==> src/design/skf_pkg.sv <==
package skf_pkg;

    localparam int DATA_W      = 32;
    localparam int GAIN_FRAC   = 16;
    localparam int GAIN_W      = GAIN_FRAC + 1;
    localparam int DEN_W       = DATA_W + 1;
    localparam int REM_W       = DATA_W + 2;
    localparam int PROD_W      = DEN_W + GAIN_FRAC;
    localparam int STEP_CNT_W  = $clog2(GAIN_W);
    localparam int OUT_FIELD_W = 3 * DATA_W + GAIN_W;
    localparam int OUT_TDATA_W = ((OUT_FIELD_W + 7) / 8) * 8;

    localparam logic [GAIN_W-1:0] GAIN_ONE  = GAIN_W'(1) << GAIN_FRAC;
    localparam logic [PROD_W-1:0] ROUND_HALF = PROD_W'(1) << (GAIN_FRAC - 1);

    localparam logic [1:0] REG_PROCESS_NOISE      = 2'd0;
    localparam logic [1:0] REG_OBSERVATION_NOISE  = 2'd1;
    localparam logic [1:0] REG_INITIAL_ESTIMATE   = 2'd2;
    localparam logic [1:0] REG_INITIAL_COVARIANCE = 2'd3;

    localparam logic [DATA_W-1:0] RST_PROCESS_NOISE      = 32'd66;
    localparam logic [DATA_W-1:0] RST_OBSERVATION_NOISE  = 32'd65536;
    localparam logic [DATA_W-1:0] RST_INITIAL_ESTIMATE   = 32'd0;
    localparam logic [DATA_W-1:0] RST_INITIAL_COVARIANCE = 32'd65536;

    typedef struct packed {
        logic [DATA_W-1:0] pp;
        logic [DEN_W-1:0]  denom;
        logic [DEN_W-1:0]  mag;
    } skf_gain_req_t;

    typedef struct packed {
        logic [GAIN_W-1:0] gain;
        logic [PROD_W-1:0] prod_mag;
        logic [PROD_W-1:0] prod_cov;
    } skf_gain_res_t;

endpackage

==> src/design/skf_gain_unit.sv <==
module skf_gain_unit (
    input  logic                  clk,
    input  logic                  rst_n,
    input  logic                  start,
    input  skf_pkg::skf_gain_req_t req,
    output logic                  done,
    output skf_pkg::skf_gain_res_t res
);
    import skf_pkg::*;

    localparam logic [STEP_CNT_W-1:0] LAST_STEP = STEP_CNT_W'(GAIN_FRAC);

    logic                  busy_reg;
    logic                  done_reg;
    logic [STEP_CNT_W-1:0] cnt_reg;
    logic [DEN_W-1:0]      den_reg;
    logic [DEN_W-1:0]      mag_reg;
    logic [DATA_W-1:0]     pp_reg;
    logic                  dz_reg;
    logic [REM_W-1:0]      rem_reg;
    logic [GAIN_W-1:0]     k_reg;
    logic [PROD_W-1:0]     acc_mag_reg;
    logic [PROD_W-1:0]     acc_cov_reg;

    logic                  qbit;
    logic [REM_W-1:0]      rem_sub;
    logic [REM_W-1:0]      rem_next;
    logic [PROD_W-1:0]     acc_mag_next;
    logic [PROD_W-1:0]     acc_cov_next;

    // one quotient bit per step, msb first; both products follow the same bit
    always_comb
    begin
        qbit         = (rem_reg >= {1'b0, den_reg}) && !dz_reg;
        rem_sub      = qbit ? (rem_reg - {1'b0, den_reg}) : rem_reg;
        rem_next     = {rem_sub[REM_W-2:0], 1'b0};
        acc_mag_next = {acc_mag_reg[PROD_W-2:0], 1'b0}
                     + (qbit ? PROD_W'(mag_reg) : '0);
        acc_cov_next = {acc_cov_reg[PROD_W-2:0], 1'b0}
                     + (qbit ? PROD_W'(pp_reg) : '0);
    end

    always_ff @(posedge clk or negedge rst_n)
    begin
        if (!rst_n)
        begin
            busy_reg <= 1'b0;
            done_reg <= 1'b0;
            cnt_reg  <= '0;
        end
        else
        begin
            done_reg <= 1'b0;
            if (start)
            begin
                busy_reg <= 1'b1;
                cnt_reg  <= '0;
            end
            else if (busy_reg)
            begin
                cnt_reg <= cnt_reg + 1'b1;
                if (cnt_reg == LAST_STEP)
                begin
                    busy_reg <= 1'b0;
                    done_reg <= 1'b1;
                end
            end
        end
    end

    always_ff @(posedge clk)
    begin
        if (start)
        begin
            den_reg     <= req.denom;
            mag_reg     <= req.mag;
            pp_reg      <= req.pp;
            dz_reg      <= (req.denom == '0);
            rem_reg     <= REM_W'(req.pp);
            k_reg       <= '0;
            acc_mag_reg <= '0;
            acc_cov_reg <= '0;
        end
        else if (busy_reg)
        begin
            rem_reg     <= rem_next;
            k_reg       <= {k_reg[GAIN_W-2:0], qbit};
            acc_mag_reg <= acc_mag_next;
            acc_cov_reg <= acc_cov_next;
        end
    end

    assign done         = done_reg;
    assign res.gain     = k_reg;
    assign res.prod_mag = acc_mag_reg;
    assign res.prod_cov = acc_cov_reg;

endmodule

==> src/design/scalar_kalman_filter.sv <==
// Scalar Kalman filter with a random-walk model, Q16.16 data and a Q1.16 gain.
// An accepted observation request passes through the prepare step, which forms
// the predicted covariance, denominator and innovation, then 17 steps of the
// shared shift-subtract unit that produces the gain one bit per cycle while
// accumulating both gain products, then the unit's done flag, and then the
// finish step, which rounds, saturates and loads the output register; the next
// request is taken only once the sequencer is back in idle, so a new observation
// is not taken before the last one is through. A restart request skips the gain
// unit and goes straight to the finish step, and is likewise not overlapped with
// the next request. A result that waits on the output holds the next one in the
// finish step and stalls the input until it leaves. A new request is taken
// while a result still waits on the output. Register writes only change the
// noise terms and the values loaded at the next restart.
module scalar_kalman_filter (
    input  logic                                 clk,
    input  logic                                 rst_n,
    input  logic                                 cfg_we,
    input  logic [1:0]                           cfg_index,
    input  logic [skf_pkg::DATA_W-1:0]           cfg_data,
    input  logic                                 s_tvalid,
    output logic                                 s_tready,
    input  logic [skf_pkg::DATA_W-1:0]           s_tdata,  // observation
    input  logic                                 s_tuser,  // restart
    output logic                                 m_tvalid,
    input  logic                                 m_tready,
    // estimate, variance, gain_out, update_count, zero pad
    output logic [skf_pkg::OUT_TDATA_W-1:0]      m_tdata
);
    import skf_pkg::*;

    localparam logic [1:0] ST_IDLE   = 2'd0;
    localparam logic [1:0] ST_PREP   = 2'd1;
    localparam logic [1:0] ST_DIVIDE = 2'd2;
    localparam logic [1:0] ST_FINISH = 2'd3;

    localparam int EST_W = DATA_W + 3;

    logic [1:0]             state_reg;
    logic [1:0]             state_next;

    logic [DATA_W-1:0]      q_reg;
    logic [DATA_W-1:0]      r_reg;
    logic [DATA_W-1:0]      init_est_reg;
    logic [DATA_W-1:0]      init_cov_reg;

    logic [DATA_W-1:0]      est_reg;
    logic [DATA_W-1:0]      cov_reg;
    logic [DATA_W-1:0]      count_reg;

    logic [DATA_W-1:0]      z_reg;
    logic                   restart_reg;
    logic [DATA_W-1:0]      pp_reg;
    logic                   neg_reg;

    logic                   m_tvalid_reg;
    logic [OUT_TDATA_W-1:0] m_tdata_reg;

    logic                   in_take;
    logic                   out_load;
    logic                   unit_start;
    logic                   unit_done;
    skf_gain_req_t          unit_req;
    skf_gain_res_t          unit_res;

    logic [DATA_W:0]        pp_sum;
    logic [DATA_W-1:0]      pp;
    logic [DEN_W-1:0]       innov;
    logic [PROD_W-1:0]      mag_round;
    logic [DEN_W-1:0]       mag_d;
    logic [EST_W-1:0]       est_sum;
    logic                   est_hi;
    logic                   est_lo;
    logic [DATA_W-1:0]      est_sat;
    logic [PROD_W-1:0]      cov_full;
    logic [DATA_W-1:0]      est_next;
    logic [DATA_W-1:0]      cov_next;
    logic [GAIN_W-1:0]      gain_next;
    logic [DATA_W-1:0]      count_next;

    assign s_tready   = (state_reg == ST_IDLE);
    assign in_take    = s_tvalid && s_tready;
    assign out_load   = (state_reg == ST_FINISH) && (!m_tvalid_reg || m_tready);
    assign unit_start = (state_reg == ST_PREP);

    // predict and innovation
    always_comb
    begin
        pp_sum         = {1'b0, cov_reg} + {1'b0, q_reg};
        pp             = pp_sum[DATA_W] ? '1 : pp_sum[DATA_W-1:0];
        innov          = {z_reg[DATA_W-1], z_reg} - {est_reg[DATA_W-1], est_reg};
        unit_req.pp    = pp;
        unit_req.denom = {1'b0, pp} + {1'b0, r_reg};
        unit_req.mag   = innov[DEN_W-1] ? (~innov + 1'b1) : innov;
    end

    skf_gain_unit u_gain (
        .clk   (clk),
        .rst_n (rst_n),
        .start (unit_start),
        .req   (unit_req),
        .done  (unit_done),
        .res   (unit_res)
    );

    // round, saturate, update
    always_comb
    begin
        mag_round = unit_res.prod_mag + ROUND_HALF;
        mag_d     = mag_round[PROD_W-1:GAIN_FRAC];
        est_sum   = {{(EST_W-DATA_W){est_reg[DATA_W-1]}}, est_reg}
                  + (neg_reg ? (~EST_W'(mag_d) + 1'b1) : EST_W'(mag_d));
        est_hi    = !est_sum[EST_W-1] && (est_sum[EST_W-2:DATA_W-1] != '0);
        est_lo    = est_sum[EST_W-1] && (est_sum[EST_W-2:DATA_W-1] != '1);
        if (est_hi)
            est_sat = {1'b0, {(DATA_W-1){1'b1}}};
        else if (est_lo)
            est_sat = {1'b1, {(DATA_W-1){1'b0}}};
        else
            est_sat = est_sum[DATA_W-1:0];
        cov_full  = {1'b0, pp_reg, {GAIN_FRAC{1'b0}}} - unit_res.prod_cov + ROUND_HALF;

        if (restart_reg)
        begin
            est_next   = init_est_reg;
            cov_next   = init_cov_reg;
            gain_next  = '0;
            count_next = '0;
        end
        else
        begin
            est_next   = est_sat;
            cov_next   = cov_full[DATA_W+GAIN_FRAC-1:GAIN_FRAC];
            gain_next  = unit_res.gain;
            count_next = (count_reg == '1) ? count_reg : (count_reg + 1'b1);
        end
    end

    always_comb
    begin
        state_next = state_reg;
        case (state_reg)
            ST_IDLE:
            begin
                if (in_take)
                    state_next = s_tuser ? ST_FINISH : ST_PREP;
            end
            ST_PREP:
                state_next = ST_DIVIDE;
            ST_DIVIDE:
            begin
                if (unit_done)
                    state_next = ST_FINISH;
            end
            ST_FINISH:
            begin
                if (out_load)
                    state_next = ST_IDLE;
            end
            default:
                state_next = ST_IDLE;
        endcase
    end

    always_ff @(posedge clk or negedge rst_n)
    begin
        if (!rst_n)
        begin
            state_reg    <= ST_IDLE;
            q_reg        <= RST_PROCESS_NOISE;
            r_reg        <= RST_OBSERVATION_NOISE;
            init_est_reg <= RST_INITIAL_ESTIMATE;
            init_cov_reg <= RST_INITIAL_COVARIANCE;
            est_reg      <= RST_INITIAL_ESTIMATE;
            cov_reg      <= RST_INITIAL_COVARIANCE;
            count_reg    <= '0;
            m_tvalid_reg <= 1'b0;
        end
        else
        begin
            state_reg <= state_next;
            if (cfg_we)
            begin
                case (cfg_index)
                    REG_PROCESS_NOISE:      q_reg        <= cfg_data;
                    REG_OBSERVATION_NOISE:  r_reg        <= cfg_data;
                    REG_INITIAL_ESTIMATE:   init_est_reg <= cfg_data;
                    REG_INITIAL_COVARIANCE: init_cov_reg <= cfg_data;
                    default:
                    begin
                    end
                endcase
            end
            if (out_load)
            begin
                est_reg      <= est_next;
                cov_reg      <= cov_next;
                count_reg    <= count_next;
                m_tvalid_reg <= 1'b1;
            end
            else if (m_tready)
            begin
                m_tvalid_reg <= 1'b0;
            end
        end
    end

    always_ff @(posedge clk)
    begin
        if (in_take)
        begin
            z_reg       <= s_tdata;
            restart_reg <= s_tuser;
        end
        if (unit_start)
        begin
            pp_reg  <= pp;
            neg_reg <= innov[DEN_W-1];
        end
        if (out_load)
            m_tdata_reg <= OUT_TDATA_W'({count_next, gain_next, cov_next, est_next});
    end

    assign m_tvalid = m_tvalid_reg;
    assign m_tdata  = m_tdata_reg;

    // gain unit finishes only while the sequencer waits for it
    assert property (@(posedge clk) disable iff (!rst_n)
        unit_done |-> (state_reg == ST_DIVIDE))
        else $error("gain unit finished outside divide state");

    // gain never exceeds one
    assert property (@(posedge clk) disable iff (!rst_n)
        unit_done |-> (unit_res.gain <= GAIN_ONE))
        else $error("gain above one");

    // updated covariance never exceeds the prediction
    assert property (@(posedge clk) disable iff (!rst_n)
        (out_load && !restart_reg) |-> (cov_next <= pp_reg))
        else $error("covariance grew on update");

    // restart result carries zero count and zero gain
    assert property (@(posedge clk) disable iff (!rst_n)
        (out_load && restart_reg) |=>
            (m_tdata[3*DATA_W+GAIN_W-1:2*DATA_W] == '0))
        else $error("restart result not cleared");

endmodule

==> config.mk <==
export PLATFORM = sky130hd
export DESIGN_NAME = scalar_kalman_filter
export DESIGN_NICKNAME = d
export VERILOG_FILES = /design/src/design/skf_pkg.sv /design/src/design/skf_gain_unit.sv /design/src/design/scalar_kalman_filter.sv
export SDC_FILE = /design/constraint.sdc
export NUM_CORES = 2
export LEC_CHECK = 0
export BUFFER_PORTS_ARGS = -buffer_cell sky130_fd_sc_hd__buf_2
export CORE_MARGIN = 4
export CORE_UTILIZATION = 25
export DETAILED_ROUTE_END_ITERATION = 10
export PLACE_DENSITY_LB_ADDON = 0.08
export SLEW_MARGIN = 15
export SYNTH_ARGS = -nofsm -noshare
export SYNTH_HDL_FRONTEND = slang
export SYNTH_SLANG_ARGS = --single-unit
==> constraint.sdc <==
create_clock -name clk -period 9.85 [get_ports clk]
set_clock_uncertainty 0.1 [all_clocks]
set_input_delay 0.985 -clock clk [delete_from_list [all_inputs] [get_ports clk]]
set_output_delay 0.985 -clock clk [all_outputs]
set_load 0.1 [all_outputs]
==> results.py <==
metrics = {
    "run_status": {
        "result_of_the_run": "finished, final reports clean",
    },
    "global_routing": {
        "grt_use_met3": 0.0236,
        "first_global_vias": 31300,
        "grt_use_met2": 0.253,
        "largest_net_degree_at_the_start_of_global_routing": 112,
        "grt_first_pass_wirelength_um": 217000,
        "overflow": 0,
        "grt_util_met1": 0.261,
        "gr-max-usage-layer": "met1",
        "antenna_violations_before_repair": 21,
        "globalRouteTotalUtil": 0.172,
    },
    "finish": {
        "final_stage_net_count": 4703,
        "share_of_final_layout_standard_cells_stronger_than_drive_strength_1": 0.134,
        "number_of_flip_flops_under_the_largest_register_name": 113,
        "layout-area-overhead-vs-synth_pct": 15.9,
        "layout.filler_cells": 17100,
        "finish.instance_area_um2": 46700,
    },
    "yosys": {
        "synth_top_cell_area_share": 0.207,
        "synth_most_common_cell": "sky130_fd_sc_hd__nand2_1",
        "synth_area_um2": 40300,
        "yosys.area.top_type": "sky130_fd_sc_hd__edfxtp_1",
        "synth_sequential_area_ratio": 0.410,
        "synthCells": 4210,
        "synth-seq-cells": 628,
        "synth_area_leaders": "sky130_fd_sc_hd__edfxtp_1 21%, sky130_fd_sc_hd__dfrtp_1 14%, sky130_fd_sc_hd__ha_1 8.3%",
        "synth-main-ff-cell": "sky130_fd_sc_hd__edfxtp_1",
        "avgSynthCellArea_um2": 9.58,
        "synthDistinctLibCells": 102,
        "synth.yosys.warnings": 0,
        "most_common_library_cells_after_synthesis": "354 x sky130_fd_sc_hd__nand2_1, 329 x sky130_fd_sc_hd__nor2_1, 278 x sky130_fd_sc_hd__a21oi_1, 278 x sky130_fd_sc_hd__edfxtp_1, 268 x sky130_fd_sc_hd__ha_1",
        "count_of_flip_flops_with_a_built_in_enable_after_synthesis": 278,
        "async_reset_ff_frac": 0.373,
    },
    "routing": {
        "dr_total_vias": 31700,
        "vias_per_cell": 4.81,
        "post_drt_wl_per_cell_um": 22.3,
        "post-route-drc-count": 0,
        "drt_pass1_iterations": 6,
        "drt_iter0_drc": 2091,
        "final_antenna_net_count": 0,
        "wl_um": 147000,
    },
    "placement": {
        "detailedPlacementHpwl_um": 112000,
        "buffer_ports.inserted": 186,
        "routabilityCongestion": 0.843,
        "dpl_worst_slack_ps": 1650,
        "detailed_place.area_um2": 43700,
    },
    "sta": {
        "setup_viol": 0,
        "hold_viol_final": 0,
        "max_freq_mhz": 123,
        "worst_slew_pin_slew_ps": 1230,
        "setup_total_negative_slack_ps": 0,
        "grt_setup_unrepaired": "no",
        "fin_ws_ps": 1710,
        "slew_headroom": 0.171,
        "finalWorstPathRequiredPeriod_ps": 8140,
        "final_max_slew_viol_count": 0,
        "fin_crit_sh": 0.826,
    },
    "floorplanning": {
        "rows": 147,
        "io-pin-count": 194,
        "initial_core_util": 0.251,
        "dieWidth_um": 410,
        "design.core.area_um2": 160000,
        "die_height_um": 410,
        "floorplan.die_area_um2": 168000,
    },
    "setup_path": {
        "startpoint_type": "register",
        "worstPathMaxFanout": 11,
        "timing.setup.critical_path_class": "register to register",
        "critical_path.reg2reg.startpoint": "q_reg[0]",
        "critPathLaunch": "q_reg[0]",
        "type_of_element_capturing_the_critical_path": "register",
        "worst-endpoint-arrival_ps": 8520,
        "crit_required_ps": 10240,
    },
    "flow_run": {
        "max_cap_violations": 0,
    },
    "cts": {
        "postCtsSetupBuffers": 0,
        "tritoncts_num_sinks": 628,
        "clkLatencyLatePin_ps": 690,
        "clk_path_buf_depth": 3,
        "clock_tree.root_cell": "sky130_fd_sc_hd__clkbuf_16",
        "cts_resized": 0,
        "htree_num_levels": 3,
        "clkSlewWorstSetupHoldPaths_ps": 60,
        "tritoncts": "done",
        "cts-buffers-inserted": 85,
        "holdBufCountCts": 0,
    },
    "hold_path": {
        "hold_path.class": "primary input to async pin",
    },
}
[critical path: stages (launching register included)]
cell and delay, ps:
sky130_fd_sc_hd__dfrtp_1 380, sky130_fd_sc_hd__ha_1 240, sky130_fd_sc_hd__fa_1 430, sky130_fd_sc_hd__a211oi_1 370, sky130_fd_sc_hd__o21bai_1 190, sky130_fd_sc_hd__o211a_1 250
sky130_fd_sc_hd__o32ai_1 530, sky130_fd_sc_hd__nor4_1 170, sky130_fd_sc_hd__o22ai_1 330, sky130_fd_sc_hd__o211ai_1 220, sky130_fd_sc_hd__a21oi_2 620, sky130_fd_sc_hd__o21ai_0 390
sky130_fd_sc_hd__ha_1 470, sky130_fd_sc_hd__nand3_1 90, sky130_fd_sc_hd__o211ai_1 420, sky130_fd_sc_hd__o21ai_0 180, sky130_fd_sc_hd__a21oi_1 230, sky130_fd_sc_hd__nor2_1 80
sky130_fd_sc_hd__xnor2_1 150, sky130_fd_sc_hd__or3_1 300, sky130_fd_sc_hd__or4_1 440, sky130_fd_sc_hd__or4b_1 530, sky130_fd_sc_hd__or4b_1 500, sky130_fd_sc_hd__a2111oi_2 320
[final cells by class]
| class | instances | area, um2 | area share |
|---|---|---|---|
| flip-flops and latches | 628 | 16500 | 0.354 |
| clock buffers | 99 | 2230 | 0.0477 |
| multi-input cells | 3204 | 22300 | 0.478 |
| clock inverters | 61 | 811 | 0.0174 |
| inverters | 205 | 777 | 0.0166 |
| well taps | 2160 | 2700 | 0.0578 |
| diodes | 4 | 10.0 | 0.000214 |
| repair buffers | 232 | 1330 | 0.0285 |
[cells in the final DEF (no fill, tap or decap), drive strengths merged, types with 103 or more instances in the layout]
cell / n
edfxtp: 278
o21ai: 189
mux2: 159
ha: 268
buf: 232
dfrtp: 229
a21o: 126
inv: 205
nor2: 329
xnor2: 237
nand3: 103
nand2: 354
dfxtp: 116
a21oi: 278
xor2: 126
[worst paths after layout]
kind | endpoint | slack (ps) | depth (start not counted)
min reg2reg | u_gain.rem_reg[33] | 360 | 2
max in group asynchronous | u_gain.busy_reg | 8070 | 2
min | count_reg[4] | 190 | 1
max | u_gain.dz_reg | 1710 | 23
max reg2reg | u_gain.dz_reg | 1710 | 23
min in group clk | u_gain.rem_reg[33] | 360 | 2
[per-layer routing]
| layer | wire length (um) | share of wire |
|---|---|---|
| met1 | 76000 | 0.52 |
| met5 | 8 | 0.000054 |
| met2 | 61400 | 0.42 |
| met3 | 6140 | 0.042 |
| met4 | 3530 | 0.024 |
[per-stage QoR]
stage	instances	util	hold slack, ps
final	6593	0.291	191
after global routing	6590	0.291	239
after CTS	6588	0.291	206
after detailed placement	6428	0.272	356
after global placement	6428	0.272	351
after floorplan	4216	-	332
[kinds of logic (layout without fill, tap and decap cells)]
group                    count (synthesis)  in the layout  share of synthesized area
buffers and inverters                  384            597                     0.0384
other                                    1             11                  0.0000930
AND/OR/NAND/NOR                       1316           1316                      0.160
XOR/XNOR                               363            363                     0.0788
AO/OA/AOI/OAI                         1022           1022                      0.167
multiplexers                           221            221                     0.0598
flip-flops                             628            628                      0.410
adder cells (fa/ha/maj)                275            275                     0.0866
Power is not shown: default switching activity piles up to over one toggle a cycle in this logic, so the estimate is an artifact.
